$ cat src/rtl/ktp_pkg.sv
// Shared types, codes and reset values for the key to pointer mapper.
package ktp_pkg;

  localparam int SPEED_WIDTH_DEF = 16;
  localparam int CMD_DEPTH_DEF   = 2;
  localparam int OUT_DEPTH_DEF   = 2;

  localparam int KEY_W       = 10;
  localparam int CFG_INDEX_W = 3;

  localparam logic [4:0] EV_KEY = 5'd1;

  localparam logic [KEY_W-1:0] BUTTON_LEFT = 10'd272;
  localparam logic [KEY_W-1:0] AXIS_X      = 10'd0;
  localparam logic [KEY_W-1:0] AXIS_Y      = 10'd1;

  localparam logic [1:0] KIND_SYNC = 2'd0;
  localparam logic [1:0] KIND_KEY  = 2'd1;
  localparam logic [1:0] KIND_REL  = 2'd2;

  localparam logic [CFG_INDEX_W-1:0] REG_MODE_KEY   = 3'd0;
  localparam logic [CFG_INDEX_W-1:0] REG_BUTTON_KEY = 3'd1;
  localparam logic [CFG_INDEX_W-1:0] REG_UP_KEY     = 3'd2;
  localparam logic [CFG_INDEX_W-1:0] REG_DOWN_KEY   = 3'd3;
  localparam logic [CFG_INDEX_W-1:0] REG_LEFT_KEY   = 3'd4;
  localparam logic [CFG_INDEX_W-1:0] REG_RIGHT_KEY  = 3'd5;
  localparam logic [CFG_INDEX_W-1:0] REG_BASE_SPD   = 3'd6;

  // Default key map: caps lock, J, W, X, A, D
  localparam logic [KEY_W-1:0] MODE_KEY_RST   = 10'd58;
  localparam logic [KEY_W-1:0] BUTTON_KEY_RST = 10'd36;
  localparam logic [KEY_W-1:0] UP_KEY_RST     = 10'd17;
  localparam logic [KEY_W-1:0] DOWN_KEY_RST   = 10'd45;
  localparam logic [KEY_W-1:0] LEFT_KEY_RST   = 10'd30;
  localparam logic [KEY_W-1:0] RIGHT_KEY_RST  = 10'd32;
  localparam logic [KEY_W-1:0] INIT_SPEED_RST = 10'd10;

  // Held slot labels: empty, or direction index plus one
  localparam logic [2:0] SLOT_EMPTY = 3'd0;

  typedef struct packed {
    logic [4:0]       event_kind;
    logic [KEY_W-1:0] key_code;
    logic [1:0]       key_value;
  } event_t;

  typedef struct packed {
    logic [1:0]         out_kind;
    logic [KEY_W-1:0]   out_code;
    logic signed [15:0] out_value;
    logic               last_of_run;
  } result_t;

  typedef enum logic [1:0] {
    CMD_MODE_REL = 2'd0,
    CMD_POINTER  = 2'd1,
    CMD_PASS     = 2'd2
  } cmd_op_t;

  typedef struct packed {
    cmd_op_t          op;
    logic             dir_hit;
    logic [1:0]       dir_idx;
    logic             click_hit;
    logic             down;
    logic [KEY_W-1:0] code;
    logic [1:0]       value;
  } cmd_t;

endpackage

$ cat src/rtl/ktp_fifo.sv
// Small register queue used between the front, the back and the result port.
module ktp_fifo #(
  parameter type item_t = logic,
  parameter int  Depth  = 2
) (
  input  logic  clk,
  input  logic  rst,
  input  logic  push,
  input  item_t wdata,
  output logic  full,
  input  logic  pop,
  output item_t rdata,
  output logic  empty
);

  localparam int AW = (Depth > 1) ? $clog2(Depth) : 1;
  localparam int CW = $clog2(Depth + 1);

  item_t          mem [Depth];
  logic [AW-1:0]  wr_ptr;
  logic [AW-1:0]  rd_ptr;
  logic [CW-1:0]  count;
  logic           do_push;
  logic           do_pop;

  assign full    = (count == CW'(Depth));
  assign empty   = (count == '0);
  assign do_push = push && !full;
  assign do_pop  = pop && !empty;
  assign rdata   = mem[rd_ptr];

  always_ff @(posedge clk) begin
    if (rst) begin
      wr_ptr <= '0;
      rd_ptr <= '0;
      count  <= '0;
    end else begin
      if (do_push) begin
        wr_ptr <= (wr_ptr == AW'(Depth - 1)) ? '0 : wr_ptr + 1'b1;
      end
      if (do_pop) begin
        rd_ptr <= (rd_ptr == AW'(Depth - 1)) ? '0 : rd_ptr + 1'b1;
      end
      unique case ({do_push, do_pop})
        2'b10:   count <= count + 1'b1;
        2'b01:   count <= count - 1'b1;
        default: count <= count;
      endcase
    end
  end

  always_ff @(posedge clk) begin
    if (do_push) begin
      mem[wr_ptr] <= wdata;
    end
  end

endmodule

$ cat src/rtl/ktp_front.sv
// Front end: key map registers, mode tracking and event classification.
module ktp_front (
  input  logic                                clk,
  input  logic                                rst,
  input  logic                                push,
  input  ktp_pkg::event_t                     item,
  output logic                                full,
  input  logic                                cfg_valid,
  output logic                                cfg_ready,
  input  logic [ktp_pkg::CFG_INDEX_W-1:0]     cfg_index,
  input  logic [ktp_pkg::KEY_W-1:0]           cfg_data,
  output ktp_pkg::cmd_t                       cmd,
  output logic                                cmd_push,
  input  logic                                cmd_full,
  output logic [ktp_pkg::KEY_W-1:0]           init_speed
);
  import ktp_pkg::*;

  logic [KEY_W-1:0] mode_key;
  logic [KEY_W-1:0] button_key;
  logic [KEY_W-1:0] up_key;
  logic [KEY_W-1:0] down_key;
  logic [KEY_W-1:0] left_key;
  logic [KEY_W-1:0] right_key;
  logic             pointer_mode;

  logic accept;
  logic is_key;
  logic mode_hit;
  logic down;

  assign cfg_ready = 1'b1;
  assign full      = cmd_full;
  assign accept    = push && !cmd_full;
  assign is_key    = (item.event_kind == EV_KEY);
  assign mode_hit  = (item.key_code == mode_key);
  assign down      = (item.key_value != 2'd0);

  always_comb begin
    cmd.op        = mode_hit ? CMD_MODE_REL : (pointer_mode ? CMD_POINTER : CMD_PASS);
    cmd.dir_hit   = 1'b1;
    cmd.dir_idx   = 2'd0;
    cmd.click_hit = (item.key_code == button_key);
    cmd.down      = down;
    cmd.code      = item.key_code;
    cmd.value     = item.key_value;
    // First matching direction wins
    priority if (item.key_code == up_key) begin
      cmd.dir_idx = 2'd0;
    end else if (item.key_code == down_key) begin
      cmd.dir_idx = 2'd1;
    end else if (item.key_code == left_key) begin
      cmd.dir_idx = 2'd2;
    end else if (item.key_code == right_key) begin
      cmd.dir_idx = 2'd3;
    end else begin
      cmd.dir_hit = 1'b0;
    end
  end

  // Drop non-key events and mode key presses here
  assign cmd_push = accept && is_key && !(mode_hit && down);

  always_ff @(posedge clk) begin
    if (rst) begin
      pointer_mode <= 1'b0;
    end else if (accept && is_key && mode_hit) begin
      pointer_mode <= down;
    end
  end

  always_ff @(posedge clk) begin
    if (rst) begin
      mode_key   <= MODE_KEY_RST;
      button_key <= BUTTON_KEY_RST;
      up_key     <= UP_KEY_RST;
      down_key   <= DOWN_KEY_RST;
      left_key   <= LEFT_KEY_RST;
      right_key  <= RIGHT_KEY_RST;
      init_speed <= INIT_SPEED_RST;
    end else if (cfg_valid && cfg_ready) begin
      unique case (cfg_index)
        REG_MODE_KEY:   mode_key   <= cfg_data;
        REG_BUTTON_KEY: button_key <= cfg_data;
        REG_UP_KEY:     up_key     <= cfg_data;
        REG_DOWN_KEY:   down_key   <= cfg_data;
        REG_LEFT_KEY:   left_key   <= cfg_data;
        REG_RIGHT_KEY:  right_key  <= cfg_data;
        REG_BASE_SPD:   init_speed <= cfg_data;
        default: ;
      endcase
    end
  end

endmodule

$ cat src/rtl/ktp_back.sv
// Back end: held slots, speeds, button state and result sequencing.
module ktp_back #(
  parameter int SPEED_WIDTH = ktp_pkg::SPEED_WIDTH_DEF
) (
  input  logic                      clk,
  input  logic                      rst,
  input  ktp_pkg::cmd_t             cmd,
  input  logic                      cmd_empty,
  output logic                      cmd_pop,
  input  logic [ktp_pkg::KEY_W-1:0] init_speed,
  output ktp_pkg::result_t          res,
  output logic                      res_push,
  input  logic                      res_full
);
  import ktp_pkg::*;

  localparam int SW = SPEED_WIDTH;
  localparam int BW = (SW > 11) ? SW : 11;
  localparam int MW = (SW > 17) ? SW : 17;
  localparam longint LIM_L = (longint'(1) << (SW - 1)) - 1;
  localparam longint RST_L = (longint'(INIT_SPEED_RST) > LIM_L) ? LIM_L
                                                                : longint'(INIT_SPEED_RST);
  localparam logic signed [SW-1:0] LIM     = SW'(LIM_L);
  localparam logic signed [SW-1:0] RST_SPD = SW'(RST_L);
  localparam logic signed [MW-1:0] OUT_MAX = MW'(32767);

  // Result order within one item
  localparam int P_KEY    = 0;
  localparam int P_SYNC_A = 1;
  localparam int P_MOVE0  = 2;
  localparam int P_MOVE1  = 3;
  localparam int P_SYNC_B = 4;

  logic [4:0]             pending;
  logic                   button_down;
  logic [2:0]             slot0;
  logic [2:0]             slot1;
  logic signed [SW-1:0]   speed [4];
  logic [KEY_W-1:0]       cur_code;
  logic signed [15:0]     cur_value;

  logic [4:0]             sel;
  logic                   last;
  logic                   emit;
  logic                   is_move;
  logic [2:0]             move_lab;
  logic [1:0]             move_dir;
  logic signed [SW-1:0]   sp;
  logic signed [MW-1:0]   sp_w;
  logic signed [15:0]     sp_out;
  logic signed [SW-1:0]   sp_grow;

  logic [BW-1:0]          base_w;
  logic signed [SW-1:0]   base_sp;

  logic [4:0]             pend_next;
  logic [2:0]             slot0_next;
  logic [2:0]             slot1_next;
  logic                   button_next;
  logic                   reset_spd;
  logic [KEY_W-1:0]       code_next;
  logic signed [15:0]     value_next;
  logic [2:0]             lab;

  // Emit path: lowest pending result goes out first
  assign sel      = pending & (~pending + 5'd1);
  assign last     = ((pending & ~sel) == 5'd0);
  assign emit     = (pending != 5'd0) && !res_full;
  assign is_move  = sel[P_MOVE0] || sel[P_MOVE1];
  assign move_lab = sel[P_MOVE1] ? slot1 : slot0;
  assign move_dir = 2'(move_lab - 3'd1);
  assign sp       = speed[move_dir];
  assign sp_w     = MW'(sp);

  always_comb begin
    if (sp_w > OUT_MAX) begin
      sp_out = 16'sd32767;
    end else if (sp_w < -OUT_MAX) begin
      sp_out = -16'sd32767;
    end else begin
      sp_out = 16'(sp_w);
    end
    // Grow the magnitude, hold at the limit
    if (!sp[SW-1] && (sp != '0)) begin
      sp_grow = (sp < LIM) ? sp + SW'(1) : sp;
    end else begin
      sp_grow = (sp > -LIM) ? sp - SW'(1) : sp;
    end
  end

  always_comb begin
    res.last_of_run = last;
    priority if (sel[P_KEY]) begin
      res.out_kind  = KIND_KEY;
      res.out_code  = cur_code;
      res.out_value = cur_value;
    end else if (is_move) begin
      res.out_kind  = KIND_REL;
      res.out_code  = move_dir[1] ? AXIS_X : AXIS_Y;
      res.out_value = sp_out;
    end else begin
      res.out_kind  = KIND_SYNC;
      res.out_code  = '0;
      res.out_value = '0;
    end
  end

  assign res_push = emit;
  assign cmd_pop  = !cmd_empty && ((pending == 5'd0) || (emit && last));

  // Starting speed magnitude, clamped to the speed range
  always_comb begin
    base_w  = BW'(init_speed);
    base_sp = (base_w > BW'(LIM_L)) ? LIM : SW'(base_w);
  end

  // Apply one command to the state and plan its results
  always_comb begin
    pend_next   = '0;
    slot0_next  = slot0;
    slot1_next  = slot1;
    button_next = button_down;
    reset_spd   = 1'b0;
    code_next   = cmd.code;
    value_next  = signed'(16'(cmd.value));
    lab         = {1'b0, cmd.dir_idx} + 3'd1;
    unique case (cmd.op)
      CMD_MODE_REL: begin
        pend_next[P_KEY]    = button_down;
        pend_next[P_SYNC_A] = 1'b1;
        code_next           = BUTTON_LEFT;
        value_next          = '0;
        reset_spd           = 1'b1;
        slot0_next          = SLOT_EMPTY;
        slot1_next          = SLOT_EMPTY;
      end
      CMD_PASS: begin
        pend_next[P_KEY]    = 1'b1;
        pend_next[P_SYNC_A] = 1'b1;
      end
      CMD_POINTER: begin
        if (cmd.dir_hit) begin
          if (cmd.down) begin
            if (slot0 != lab) begin
              slot1_next = slot0;
              slot0_next = lab;
            end
          end else begin
            reset_spd  = 1'b1;
            slot0_next = SLOT_EMPTY;
            slot1_next = SLOT_EMPTY;
          end
        end
        if (cmd.click_hit) begin
          button_next         = cmd.down;
          pend_next[P_KEY]    = 1'b1;
          pend_next[P_SYNC_A] = 1'b1;
          code_next           = BUTTON_LEFT;
          value_next          = cmd.down ? 16'sd1 : 16'sd0;
        end
        if (slot0_next != SLOT_EMPTY) begin
          pend_next[P_MOVE0]  = 1'b1;
          pend_next[P_MOVE1]  = (slot1_next != SLOT_EMPTY);
          pend_next[P_SYNC_B] = 1'b1;
        end
      end
      default: ;
    endcase
  end

  always_ff @(posedge clk) begin
    if (rst) begin
      pending     <= '0;
      button_down <= 1'b0;
      slot0       <= SLOT_EMPTY;
      slot1       <= SLOT_EMPTY;
      speed[0]    <= -RST_SPD;
      speed[1]    <= RST_SPD;
      speed[2]    <= -RST_SPD;
      speed[3]    <= RST_SPD;
    end else begin
      // A new command overrides the finishing one
      if (cmd_pop) begin
        pending     <= pend_next;
        button_down <= button_next;
        slot0       <= slot0_next;
        slot1       <= slot1_next;
      end else if (emit) begin
        pending <= pending & ~sel;
      end
      if (cmd_pop && reset_spd) begin
        speed[0] <= -base_sp;
        speed[1] <= base_sp;
        speed[2] <= -base_sp;
        speed[3] <= base_sp;
      end else if (emit && is_move) begin
        speed[move_dir] <= sp_grow;
      end
    end
  end

  always_ff @(posedge clk) begin
    if (cmd_pop) begin
      cur_code  <= code_next;
      cur_value <= value_next;
    end
  end

  a_speed_range: assert property (@(posedge clk) disable iff (rst)
    speed[0] <= LIM && speed[0] >= -LIM && speed[1] <= LIM && speed[1] >= -LIM &&
    speed[2] <= LIM && speed[2] >= -LIM && speed[3] <= LIM && speed[3] >= -LIM)
    else $error("speed out of range");

  a_slots_distinct: assert property (@(posedge clk) disable iff (rst)
    (slot1 != SLOT_EMPTY) |-> (slot0 != SLOT_EMPTY && slot0 != slot1))
    else $error("held slots inconsistent");

  a_move_has_slot: assert property (@(posedge clk) disable iff (rst)
    (emit && is_move) |-> (move_lab != SLOT_EMPTY))
    else $error("move emitted for empty slot");

  a_move_not_last: assert property (@(posedge clk) disable iff (rst)
    (res_push && res.out_kind == KIND_REL) |-> !res.last_of_run)
    else $error("move ended a run");

endmodule

$ cat src/rtl/key_to_pointer_mapper.sv
// An item's first result is poppable after the command queue, the pending register
// and the result queue. Throughput: one item per cycle for items with at most one
// result, else one result per cycle, while the result queue is not full; the back
// end's single result sequencer sets this. Non-key events and mode key presses give
// no result. Reset (rst, synchronous): empties both queues, restores the default key
// map and base speed, passthrough mode, button up, no held slots, speeds at -/+ base.
module key_to_pointer_mapper #(
  parameter int SPEED_WIDTH = ktp_pkg::SPEED_WIDTH_DEF,
  parameter int CMD_DEPTH   = ktp_pkg::CMD_DEPTH_DEF,
  parameter int OUT_DEPTH   = ktp_pkg::OUT_DEPTH_DEF
) (
  input  logic                            clk,
  input  logic                            rst,
  input  logic                            push,
  input  ktp_pkg::event_t                 item,
  output logic                            full,
  output logic                            empty,
  input  logic                            pop,
  output ktp_pkg::result_t                result,
  input  logic                            cfg_valid,
  output logic                            cfg_ready,
  input  logic [ktp_pkg::CFG_INDEX_W-1:0] cfg_index,
  input  logic [ktp_pkg::KEY_W-1:0]       cfg_data
);
  import ktp_pkg::*;

  cmd_t             cmd_in;
  cmd_t             cmd_out;
  logic             cmd_push;
  logic             cmd_full;
  logic             cmd_pop;
  logic             cmd_empty;
  logic [KEY_W-1:0] init_speed;
  result_t          res;
  logic             res_push;
  logic             res_full;

  ktp_front u_front (
    .clk        (clk),
    .rst        (rst),
    .push       (push),
    .item       (item),
    .full       (full),
    .cfg_valid  (cfg_valid),
    .cfg_ready  (cfg_ready),
    .cfg_index  (cfg_index),
    .cfg_data   (cfg_data),
    .cmd        (cmd_in),
    .cmd_push   (cmd_push),
    .cmd_full   (cmd_full),
    .init_speed (init_speed)
  );

  ktp_fifo #(
    .item_t (cmd_t),
    .Depth  (CMD_DEPTH)
  ) u_cmd_q (
    .clk   (clk),
    .rst   (rst),
    .push  (cmd_push),
    .wdata (cmd_in),
    .full  (cmd_full),
    .pop   (cmd_pop),
    .rdata (cmd_out),
    .empty (cmd_empty)
  );

  ktp_back #(
    .SPEED_WIDTH (SPEED_WIDTH)
  ) u_back (
    .clk        (clk),
    .rst        (rst),
    .cmd        (cmd_out),
    .cmd_empty  (cmd_empty),
    .cmd_pop    (cmd_pop),
    .init_speed (init_speed),
    .res        (res),
    .res_push   (res_push),
    .res_full   (res_full)
  );

  ktp_fifo #(
    .item_t (result_t),
    .Depth  (OUT_DEPTH)
  ) u_out_q (
    .clk   (clk),
    .rst   (rst),
    .push  (res_push),
    .wdata (res),
    .full  (res_full),
    .pop   (pop),
    .rdata (result),
    .empty (empty)
  );

endmodule
$ cat config.mk
export PLATFORM = sky130hd
export DESIGN_NAME = key_to_pointer_mapper
export DESIGN_NICKNAME = d
export VERILOG_FILES = /design/src/rtl/ktp_pkg.sv /design/src/rtl/ktp_fifo.sv /design/src/rtl/ktp_front.sv /design/src/rtl/ktp_back.sv /design/src/rtl/key_to_pointer_mapper.sv
export SDC_FILE = /design/constraint.sdc
export NUM_CORES = 1
export LEC_CHECK = 0
export BUFFER_PORTS_ARGS = -buffer_cell sky130_fd_sc_hd__buf_2
export CORE_ASPECT_RATIO = 2
export CORE_UTILIZATION = 25
export DETAILED_ROUTE_END_ITERATION = 10
export SLEW_MARGIN = 20
export SYNTH_ARGS = -nofsm -noshare
export SYNTH_HDL_FRONTEND = slang
export SYNTH_SLANG_ARGS = --single-unit
$ cat constraint.sdc
create_clock -name clk -period 15.1 [get_ports clk]
set_input_delay 1.51 -clock clk [delete_from_list [all_inputs] [get_ports clk]]
set_output_delay 1.51 -clock clk [all_outputs]
set_load 0.005 [all_outputs]
==> results of run 1 <==
[Yosys cell counts, types with 3 or more instances]
| cell | instances | share of area (%) |
|---|---|---|
| nor3b_1 | 6 | 0.36 |
| xnor2_1 | 50 | 3.5 |
| a311oi_1 | 3 | 0.21 |
| nand2_1 | 192 | 5.7 |
| nor4_1 | 13 | 0.64 |
| dfxtp_1 | 93 | 15 |
| ha_1 | 12 | 1.2 |
| nand3_1 | 15 | 0.60 |
| or3_1 | 10 | 0.50 |
| a22oi_1 | 5 | 0.30 |
| o21ai_1 | 17 | 0.67 |
| and2_1 | 17 | 0.84 |
| xor2_2 | 4 | 0.52 |
| xor2_1 | 34 | 2.4 |
| a211oi_1 | 6 | 0.36 |
| mux2i_1 | 15 | 1.2 |
| a31oi_1 | 3 | 0.15 |
| o21ai_0 | 25 | 0.99 |
| buf_2 | 4 | 0.16 |
| a41oi_1 | 6 | 0.42 |
| nor2b_1 | 26 | 1.3 |
| edfxtp_1 | 172 | 41 |
| mux4_2 | 14 | 2.5 |
| nor4_2 | 4 | 0.40 |
| buf_1 | 5 | 0.15 |
| a32oi_1 | 3 | 0.21 |
| nor2_1 | 79 | 2.4 |
| o21bai_1 | 3 | 0.18 |
| clkbuf_1 | 43 | 1.3 |
| or4_1 | 3 | 0.18 |
| and3_1 | 4 | 0.20 |
| inv_1 | 17 | 0.51 |
| or4b_2 | 4 | 0.32 |
| nand4_1 | 15 | 0.74 |
| nor3_1 | 19 | 0.75 |
| nand2b_1 | 6 | 0.30 |
| mux2_2 | 31 | 2.8 |
| a21oi_1 | 90 | 3.6 |
| nand3b_1 | 19 | 1.1 |
[critical path, delay by kind of cell (launching register included)]
kind | cells | cell delay [ns]
AOI/OAI and AO/OA | 4 | 0.79
xor gates and xnor gates | 1 | 0.30
adders and majority gates | 3 | 1.02
buffers and inverters | 3 | 0.55
DFF | 1 | 0.53
and+or+nand+nor | 10 | 3.05
[layer usage]
| layer | vias up | part of all wire, % | GRT usage, % |
|---|---|---|---|
| met5 | - | 0.040 | 0 |
| met4 | 2 | 5.6 | 7.484 |
| met3 | 96 | 3.4 | 1.427 |
| met2 | 225 | 58 | 26.07 |
| met1 | 4203 | 33 | 11.38 |
| li1 | 4210 | - | - |
[where the power goes]
group / internal, mW / leakage [nW] / total [mW] / switching (mW)
clock: 0.378 / 0.404 / 0.658 / 0.280
sequential: 0.855 / 2.30 / 0.882 / 0.0265
combinational: 0.152 / 1.98 / 0.408 / 0.256
total: 1.39 / 4.68 / 1.95 / 0.562
[area by class of cell]
type	instances	area (sq um)
Fill cell	5147	35510
Sequential cell	265	7027
Multi-Input combinational cell	806	5264
Tap cell	649	812.0
Clock buffer	27	600.6
Timing Repair Buffer	75	400.4
Clock inverter	15	241.5
Inverter	18	72.57
Antenna cell	1	2.502
[path summary, 6_finish.rpt]
check                                           end  depth (start not counted)           startpoint
worst max-delay path            u_back.speed[2][10]                         21    u_back.pending[0]
worst min-delay path            u_front.down_key[6]                          2  u_front.down_key[6]
worst max register to register  u_back.speed[2][10]                         21    u_back.pending[0]
worst min register to register  u_front.down_key[6]                          2  u_front.down_key[6]
[stage by stage]
stage          total power, mW  hold slack [ns]  util (%)  cell area, sq um
5_1_grt                  2.028           0.4841     28.88             14420
6_report                 1.947           0.4673     28.88             14420
4_1_cts                  1.969           0.4694     28.87             14410
2_1_floorplan            1.192           0.4481         -             12610
3_5_place_dp             1.312           0.4598     27.18             13570
3_3_place_gp             1.306           0.4535     27.18             13570
[logic make-up after synthesis]
logic type | count (synthesis) | synth area share [%]
muxes | 61 | 6.636
DFF | 265 | 55.71
xor gates and xnor gates | 88 | 6.349
buffers and inverters | 75 | 2.619
other | 1 | 0.02973
and+or+nand+nor | 453 | 18.01
adders and majority gates | 13 | 1.270
AOI/OAI and AO/OA | 190 | 9.374
==> results.py, run 1 <==
metrics = {
    "route": {
        "drt.antenna.violating_nets": 0,
        "wl_microns": 32670,
        "first_pass_iters": 7,
        "wire_per_inst_microns": 17.60,
        "vias": 8736,
        "via_per_inst": 4.707,
        "drt_iter0_markers": 379,
        "drc": 0,
    },
    "worst_setup_path": {
        "r2r_slack_ns": 8.57,
        "max_stage_delay_ns": 0.68,
        "worstSetupEndpointType": "flop",
        "start_kind": "flop",
        "critPathMostFrequentCell": "ha_1",
        "slowest_stage": "or4b_1",
        "crit_chain": "or4b_1 -> nand2_2 -> nand2_4 -> ha_1 -> buf_4 -> or4b_2 -> o311ai_0 -> nor2_1 -> inv_1 -> ha_1 -> inv_1 -> nor4_1 -> nand4_2 -> nand2_1 -> ha_1 -> nor2_1 -> nand3_1 -> a2111oi_0 -> a41oi_1 -> xor2_1 -> a21oi_1",
        "crit_arrival_ns": 6.79,
        "crit_type": "flop to flop",
        "critical_path_required_ns": 15.36,
        "path_max_fanout": 23,
    },
    "synth": {
        "synth-seq-cells": 265,
        "synthCells": 1146,
        "yosysWarnings": 0,
        "synth_edf_count": 172,
        "seq_area_frac_synth_pct": 55.71,
        "syn-cell-area_sq_um": 12610,
        "yosys_most_used_dff": "edfxtp_1",
        "synth_cell_types": 84,
        "synth_nets": 1193,
        "ys_async_sr_fraction_pct": 0,
        "avgSynthCellArea_sq_um": 11.01,
    },
    "layout": {
        "largestRegisters": "u_back.speed x64, u_out_q.mem x58, u_cmd_q.mem x38",
        "nets": 1236,
        "layout_common_cells": "192 x nand2_1, 172 x edfxtp_1, 93 x dfxtp_1, 90 x a21oi_1, 78 x nor2_1",
        "fin_cells": 1856,
        "largest_reg_flops": 64,
        "drive_gt1_share_pct": 16.17,
        "top_register": "u_back.speed",
        "syn2layout_area_growth_pct": 14.32,
        "layout_commonest_cell": "nand2_1",
    },
    "placed_design": {
        "pre_cts_ws_ns": 8.620,
        "place.gp.congestion": 0.8945,
        "io_buffers": 65,
        "placed_cells": 1813,
        "dp.final_hpwl_microns": 23670,
    },
    "die": {
        "core_region_area_sq_um": 49930,
        "io-pin-count": 67,
        "initial_core_util_pct": 25.26,
        "dieArea_sq_um": 51410,
        "die_w_microns": 160.8,
        "dieHeight_microns": 319.7,
        "num_rows": 116,
    },
    "clock_network": {
        "cts.reportedPaths.clkPinSlew_ns": 0.07,
        "clockRootBuffer": "clkbuf_16",
        "cts_resized": 0,
        "cts_max_level": 1,
        "ctsLongestPathBuffers": 3,
        "post-cts-setup-buffers": 0,
        "cts_hold_buf": 0,
        "clock-sinks": 265,
        "cts_buffers": 23,
        "cts_tree": "yes",
        "clkLatencyLatePin_ns": 0.55,
    },
    "timing": {
        "worst_pin_slew_ns": 1.081,
        "fin_ws_ns": 8.569,
        "period_share_pct": 43.25,
        "clock.fmax_mhz": 153.1,
        "slew_violations": 0,
        "rsz0062_at_grt": "no",
        "slew_headroom_pct": 27.29,
        "finalHoldViolCount": 0,
        "finalCriticalPeriod_ns": 6.531,
        "setup_viol": 0,
        "skew_ns": 0.01645,
        "fin_tns_setup_ns": 0,
    },
    "global_route": {
        "grt_remaining_overflow": 0,
        "grt_pass1_wl_microns": 50090,
        "grt_max_degree": 96,
        "grtUsageTotal_pct": 12.64,
        "antenna_found_initial": 2,
        "grt_pass1_vias": 8926,
    },
    "flow_run": {
        "maxCapViolations": 0,
    },
    "power_and_ir_drop": {
        "p_leak_nw": 4.680,
        "ir_worst_vdd_uv": 77.05,
        "power.density_nw_per_um2": 135.1,
    },
    "min_path": {
        "worstHoldPathType": "flop to flop",
    },
    "run_status": {
        "status": "finished, final reports clean",
    },
}
Power figures use the tool's default switching activity.
==> run 2: changes to the inputs <==
==> constraint.sdc (replaced) <==
create_clock -name clk -period 5.3 [get_ports clk]
set_input_delay 0.53 -clock clk [delete_from_list [all_inputs] [get_ports clk]]
set_output_delay 0.53 -clock clk [all_outputs]
set_load 0.005 [all_outputs]
==> run 2 against run 1 <==
Against the previous run: sequential cell count did not move; sequential power rose to 2.9 times the previous value; clock-buffer cell count fell by 2; cell count rose by 1.2%; final area rose by 1.5%; clock power rose to 2.7 times the previous value; non-clock buffer count rose by 21; largest power group unchanged; global-route usage rose by 0.28 points; sequential share of layout area fell by 0.71 points; fmax rose by 30%; clock skew fell by 0.0030 ns; critical path type unchanged.
==> results.py, run 2 (synthesized netlist as in run 1, its figures left out) <==
metrics = {
    "run_status": {
        "status": "finished, final reports clean",
    },
    "placed_design": {
        "placed_cells": 1832,
        "place.gp.congestion": 0.9297,
        "dp.final_hpwl_microns": 24200,
        "io_buffers": 65,
    },
    "global_route": {
        "grt_max_degree": 96,
        "grt_pass1_vias": 9220,
        "grt_remaining_overflow": 0,
        "antenna_found_initial": 4,
        "grtUsageTotal_pct": 12.93,
        "grt_pass1_wl_microns": 51760,
    },
    "worst_setup_path": {
        "crit_arrival_ns": 5.39,
        "path_max_fanout": 7,
        "start_kind": "flop",
        "crit_chain": "or4b_4 -> nand2_1 -> nand2_1 -> ha_4 -> or4b_2 -> o311ai_1 -> nor2_1 -> inv_2 -> ha_1 -> inv_1 -> nor4_4 -> nand4_2 -> nand2_1 -> ha_1 -> inv_1 -> o221a_4 -> and3_2 -> a221oi_1 -> a311oi_1 -> nor2_1 -> a211oi_1",
        "worstSetupEndpointType": "flop",
        "critical_path_required_ns": 5.66,
        "critPathMostFrequentCell": "nand2_1",
        "crit_type": "flop to flop",
        "max_stage_delay_ns": 0.59,
        "slowest_stage": "or4b_2",
    },
    "clock_network": {
        "cts_max_level": 1,
        "clock-sinks": 265,
        "clockRootBuffer": "clkbuf_16",
        "cts.reportedPaths.clkPinSlew_ns": 0.07,
        "cts_buffers": 23,
        "cts_tree": "yes",
        "cts_hold_buf": 0,
        "clkLatencyLatePin_ns": 0.55,
        "ctsLongestPathBuffers": 3,
    },
    "route": {
        "wire_per_inst_microns": 17.60,
        "drc": 0,
        "via_per_inst": 4.752,
        "drt.antenna.violating_nets": 0,
        "vias": 8929,
        "wl_microns": 33070,
        "first_pass_iters": 5,
        "drt_iter0_markers": 470,
    },
    "power_and_ir_drop": {
        "power_frac_comb_pct": 21.7,
        "total_power_mw": 5.500,
        "p_clk_share_pct": 32.4,
        "internal-power_mw": 3.900,
        "p_seq_share_pct": 45.9,
        "ir_worst_vdd_uv": 214.9,
        "power.density_nw_per_um2": 375.8,
        "p_leak_nw": 4.773,
        "power.switching_mw": 1.600,
        "swShare_pct": 29.08,
    },
    "die": {
        "num_rows": 116,
        "dieHeight_microns": 319.7,
        "initial_core_util_pct": 25.26,
        "dieArea_sq_um": 51410,
        "die_w_microns": 160.8,
        "core_region_area_sq_um": 49930,
        "io-pin-count": 67,
    },
    "timing": {
        "slew_violations": 0,
        "skew_ns": 0.01343,
        "rsz0062_at_grt": "no",
        "finalCriticalPeriod_ns": 5.036,
        "worst_pin_slew_ns": 1.162,
        "finalHoldViolCount": 0,
        "setup_viol": 0,
        "clock.fmax_mhz": 198.6,
        "period_share_pct": 95.01,
        "fin_tns_setup_ns": 0,
        "slew_headroom_pct": 22.51,
        "fin_hold_ws_ns": 0.2289,
    },
    "layout": {
        "syn2layout_area_growth_pct": 16.04,
        "layout_commonest_cell": "nand2_1",
        "layout_common_cells": "192 x nand2_1, 172 x edfxtp_1, 92 x dfxtp_1, 88 x a21oi_1, 77 x nor2_1",
        "largest_reg_flops": 64,
        "nets": 1257,
        "top_register": "u_back.speed",
        "fin_cells": 1879,
        "drive_gt1_share_pct": 18.74,
        "largestRegisters": "u_back.speed x64, u_out_q.mem x58, u_cmd_q.mem x38",
    },
    "flow_run": {
        "maxCapViolations": 0,
    },
    "min_path": {
        "worstHoldPathType": "input port to flop",
    },
}
[run 2: what timing repair did]
item	in CTS	in global routing
resized for setup	0	22
setup endpoints to repair	3	53
buffers inserted	1	1
pin swaps	0	5
[run 2: through the flow]
stage                     utilization [%]  area [sq um]  setup WS (ns)
after detailed placement            27.48         13720      -0.008960
final                               29.32         14640         0.2642
after global placement              27.48         13720         0.1201
after CTS                           29.07         14520       0.003335
after global routing                29.32         14640        0.01232
after floorplan                         -         12630        0.02980
[run 2: layout make-up]
type / count / area, sq um
multi-input combinational: 806 / 5373
clock buffer: 25 / 583.1
timing repair buffer: 96 / 558.0
sequential: 265 / 7028
antenna: 3 / 7.507
clock inverter: 17 / 202.7
tap: 649 / 812.0
fill: 5160 / 35290
inverter: 18 / 72.57
[run 2: power groups by stage]
stage,sequential [mW],combinational [mW],clock (mW)
final,2.52,1.20,1.78
after global routing,2.54,1.30,1.89
after detailed placement,2.57,1.20,0
after floorplan,2.56,0.836,0
after CTS,2.53,1.21,1.83
after global placement,2.56,1.18,0
[run 2: per-layer routing]
layer | GRT usage [%] | wire (microns) | vias up
met5 | 0 | 14 | -
met4 | 5.891 | 1289 | 2
met3 | 1.725 | 1282 | 79
met2 | 26.93 | 19420 | 227
met1 | 11.92 | 11060 | 4380
li1 | - | - | 4241
[run 2: final timing paths]
| path | end | depth (start not counted) | slack, ns | start |
|---|---|---|---|---|
| setup / recovery | u_back.speed[2][13] | 21 | 0.26 | u_back.pending[1] |
| hold / removal | u_cmd_q.mem[0][0] | 1 | 0.23 | item[0] |
| setup reg to reg | u_back.speed[2][13] | 21 | 0.26 | u_back.pending[1] |
| hold reg to reg | u_front.left_key[6] | 2 | 0.47 | u_front.left_key[6] |
[run 2: worst max-delay path: cells and delay by family (launching register included)]
family,cells,cell delay (ns)
buffers and inverters,3,0.29
AND/OR/NAND/NOR,10,2.42
flip-flops,1,0.38
AO/OA/AOI/OAI,5,1.01
adder cells (fa/ha/maj),3,0.74
==> run 3: changes to the inputs <==
--- a/config.mk
+++ b/config.mk
@@ -5,9 +5,11 @@
 export SDC_FILE = /design/constraint.sdc
 export NUM_CORES = 1
 export LEC_CHECK = 0
+export ABC_AREA = 1
 export BUFFER_PORTS_ARGS = -buffer_cell sky130_fd_sc_hd__buf_2
 export CORE_ASPECT_RATIO = 2
 export CORE_UTILIZATION = 25
+export CTS_CLUSTER_SIZE = 24
 export DETAILED_ROUTE_END_ITERATION = 10
 export SLEW_MARGIN = 20
 export SYNTH_ARGS = -nofsm -noshare
==> run 3 against run 2 <==
Against the previous run: the flow now finishes with violations (DRC); register-to-register slack improved by 0.47 ns; setup slack better by 0.47 ns; clock power barely moved; sequential share of layout area shrank 3.6 points; synthesized cell count up 49%; clock-buffer cell count is 13 higher; sequential power grew 11%; utilization decreased by 0.62 points; clock skew is 0.0014 ns higher; combinational power rose to 2.8 times the previous value; largest cell class unchanged; largest power group is now combinational logic.
==> results.py, run 3 <==
metrics = {
    "layout": {
        "top_register": "u_back.speed",
        "nets": 1805,
        "layout_common_cells": "540 x nand2_1, 192 x nor2_1, 172 x edfxtp_1, 141 x inv_1, 127 x nand3_1",
        "drive_gt1_share_pct": 13.11,
        "fillCellCount": 5881,
        "largestRegisters": "u_back.speed x64, u_out_q.mem x58, u_cmd_q.mem x38",
        "layout_commonest_cell": "nand2_1",
        "syn2layout_area_growth_pct": 13.64,
        "diodes": 0,
        "finalInstanceArea_sq_um": 15810,
        "fin_cells": 2521,
        "largest_reg_flops": 64,
    },
    "worst_setup_path": {
        "reg2reg_from": "u_back.pending[0]",
        "cp_top_family": "simple AND/OR/NAND/NOR gates",
        "regToRegEndpoint": "u_back.speed[2][3]",
        "crit_chain": "nor2_8 -> nand3_4 -> o21ai_0 -> ha_1 -> inv_1 -> buf_4 -> nand3_1 -> nand2_1 -> nand2_1 -> nor2_4 -> nand3_2 -> nand2_1 -> ha_1 -> inv_1 -> nand2_4 -> inv_4 -> nand2_1 -> nand2_1 -> nand2_1 -> nand2_1 -> nand2_1 -> nand2_1",
        "crit_type": "flop to flop",
        "path_max_fanout": 18,
        "critPathMostFrequentCell": "nand2_1",
        "worstSetupEndpointType": "flop",
        "reg2reg_depth": 22,
        "slowest_stage": "dfxtp_1",
        "critical_path_required_ns": 5.72,
        "max_stage_delay_ns": 0.51,
        "start_kind": "flop",
        "critPathBufInv": 4,
        "r2r_slack_ns": 0.73,
        "crit_arrival_ns": 4.99,
    },
    "synth": {
        "avgSynthCellArea_sq_um": 8.155,
        "yosys-top-cells-count": "540 x nand2_1, 194 x nor2_1, 172 x edfxtp_1",
        "synth-seq-cells": 265,
        "synth_most_common_cell": "nand2_1",
        "synthTopCellsByArea": "edfxtp_1 37%, nand2_1 15%, dfxtp_1 13%",
        "yosysWarnings": 0,
        "synthCells": 1706,
        "yosysTopAreaCell": "edfxtp_1",
        "seq_area_frac_synth_pct": 50.51,
        "synth_cell_types": 50,
        "synth_edf_count": 172,
        "yosys_most_used_dff": "edfxtp_1",
        "synth_nets": 1753,
        "syn-cell-area_sq_um": 13910,
        "ys_async_sr_fraction_pct": 0,
        "synth_top_cell_area_share_pct": 37.13,
    },
    "timing": {
        "fin_tns_setup_ns": 0,
        "finalHoldViolCount": 0,
        "rsz0062_at_grt": "no",
        "slew_violations": 0,
        "slew_headroom_pct": 36.14,
        "clock.fmax_mhz": 219.0,
        "skew_ns": 0.01487,
        "worst_pin_slew_ns": 0.9446,
        "period_share_pct": 86.15,
        "setup_viol": 0,
        "finalCriticalPeriod_ns": 4.566,
    },
    "route": {
        "vias": 11430,
        "drc": 1,
        "first_pass_iters": 8,
        "via_per_inst": 4.534,
        "drt.antenna.violating_nets": 0,
        "drt_iter0_markers": 688,
        "wl_microns": 39990,
        "wire_per_inst_microns": 15.86,
    },
    "clock_network": {
        "clock-sinks": 265,
        "cts_hold_buf": 0,
        "clkLatencyLatePin_ns": 0.57,
        "cts_tree": "yes",
        "cts_resized": 0,
        "post-cts-setup-buffers": 0,
        "cts.reportedPaths.clkPinSlew_ns": 0.07,
        "clockRootBuffer": "clkbuf_16",
        "cts_buffers": 25,
        "cts_max_level": 1,
        "ctsLongestPathBuffers": 3,
    },
    "global_route": {
        "grt_max_degree": 82,
        "grt_remaining_overflow": 0,
        "grtUsageTotal_pct": 13.99,
        "grt_pass1_wl_microns": 61300,
        "antenna_found_initial": 1,
        "grt_pass1_vias": 11220,
    },
    "die": {
        "initial_core_util_pct": 25.25,
        "dieArea_sq_um": 56650,
        "io-pin-count": 67,
        "dieHeight_microns": 335.6,
        "num_rows": 122,
        "die_w_microns": 168.8,
        "core_region_area_sq_um": 55110,
    },
    "min_path": {
        "min_to": "u_cmd_q.mem[0][1]",
        "worstHoldPathType": "input port to flop",
        "hp-start": "item[1]",
        "whs_path_depth": 1,
    },
    "power_and_ir_drop": {
        "p_seq_share_pct": 35.1,
        "p_leak_nw": 6.726,
        "power_frac_comb_pct": 42.2,
        "p_clk_share_pct": 22.8,
        "swShare_pct": 42.12,
        "power.density_nw_per_um2": 503.8,
        "internal-power_mw": 4.610,
        "ir_worst_vdd_uv": 252.6,
        "power.switching_mw": 3.355,
    },
    "placed_design": {
        "placed_area_sq_um": 14990,
        "dp.final_hpwl_microns": 30260,
        "placed_cells": 2475,
        "place.gp.congestion": 0.9493,
        "io_buffers": 65,
    },
    "run_status": {
        "failed_checks": "DRC",
        "status": "finished, violations left",
    },
    "flow_run": {
        "maxCapViolations": 0,
    },
}
## run 3: changes by cell type after synthesis, moves of 20 or more
cell / previous run / this run
inv_1: 17 / 141
a21oi_1: 90 / 54
nand2_1: 192 / 540
nor2b_1: 26 / 0
o21ai_0: 25 / 79
nor2_1: 79 / 194
xnor2_1: 50 / 23
nand2_2: 2 / 22
nand3_1: 15 / 127
## run 3: per-stage QoR
step,worst slack [ns],hold slack [ns],power [mW],util [%]
global placement,0.7926,0.4325,6.173,27.20
global route,0.3751,0.1430,8.477,28.69
finish,0.7340,0.1704,7.965,28.69
detailed placement,0.7501,0.4437,6.209,27.20
CTS,0.7088,0.1371,8.024,28.69
floorplan,1.107,0.4257,5.173,-
## run 3: worst max-delay path by stage
stage,startpoint,end,slack [ns],cells past startpoint
after floorplan,u_back.pending[0],u_back.speed[1][4],1.11,27
after global placement,u_back.pending[0],u_back.speed[1][14],0.79,20
after detailed placement,u_back.pending[0],u_back.speed[2][3],0.75,22
after CTS,u_back.pending[0],u_back.speed[2][3],0.71,22
after global routing,u_back.pending[0],u_back.speed[0][0],0.38,22
final,u_back.pending[0],u_back.speed[2][3],0.73,22
## run 3: layout make-up
cell class	instances	area (sq um)	share of cell area, %
Inverter	156	588.1	3.720
Multi-Input combinational cell	1228	5992	37.90
Clock buffer	38	758.2	4.796
Clock inverter	8	61.31	0.3878
Sequential cell	265	7027	44.44
Tap cell	744	930.9	5.888
Timing Repair Buffer	82	452.9	2.865
## run 3: kinds of logic after synthesis
group | share of synthesized area [%]
buf+inv | 6.457
flops | 50.51
other cells | 0.02695
fa+ha+maj | 1.079
xor+xnor | 3.148
mux | 2.491
compound gates | 6.206
simple gates | 30.08
## run 3: power groups by stage
| stage | sequential [mW] | combinational, mW | clock (mW) |
|---|---|---|---|
| after floorplan | 2.79 | 2.38 | 0 |
| after global placement | 2.83 | 3.34 | 0 |
| after detailed placement | 2.84 | 3.37 | 0 |
| after CTS | 2.80 | 3.38 | 1.85 |
| after global routing | 2.83 | 3.73 | 1.92 |
| final | 2.79 | 3.36 | 1.81 |
## run 3: metal layers
metal	wire [microns]	up-vias	GRT usage (%)	share of wire, %
met4	2085	2	8.104	5.2
met2	22060	275	27.83	55
met3	1269	108	1.521	3.2
li1	-	5658	-	-
met5	10	-	0	0.025
met1	14570	5386	13.60	36
## run 3: worst register-to-register path, delay by kind of cell, from the launching register on
family | cells | cell delay [ns]
AOI/OAI and AO/OA | 1 | 0.32
DFF | 1 | 0.51
buffers and inverters | 4 | 1.03
adders and majority gates | 2 | 0.55
and+or+nand+nor | 15 | 1.99
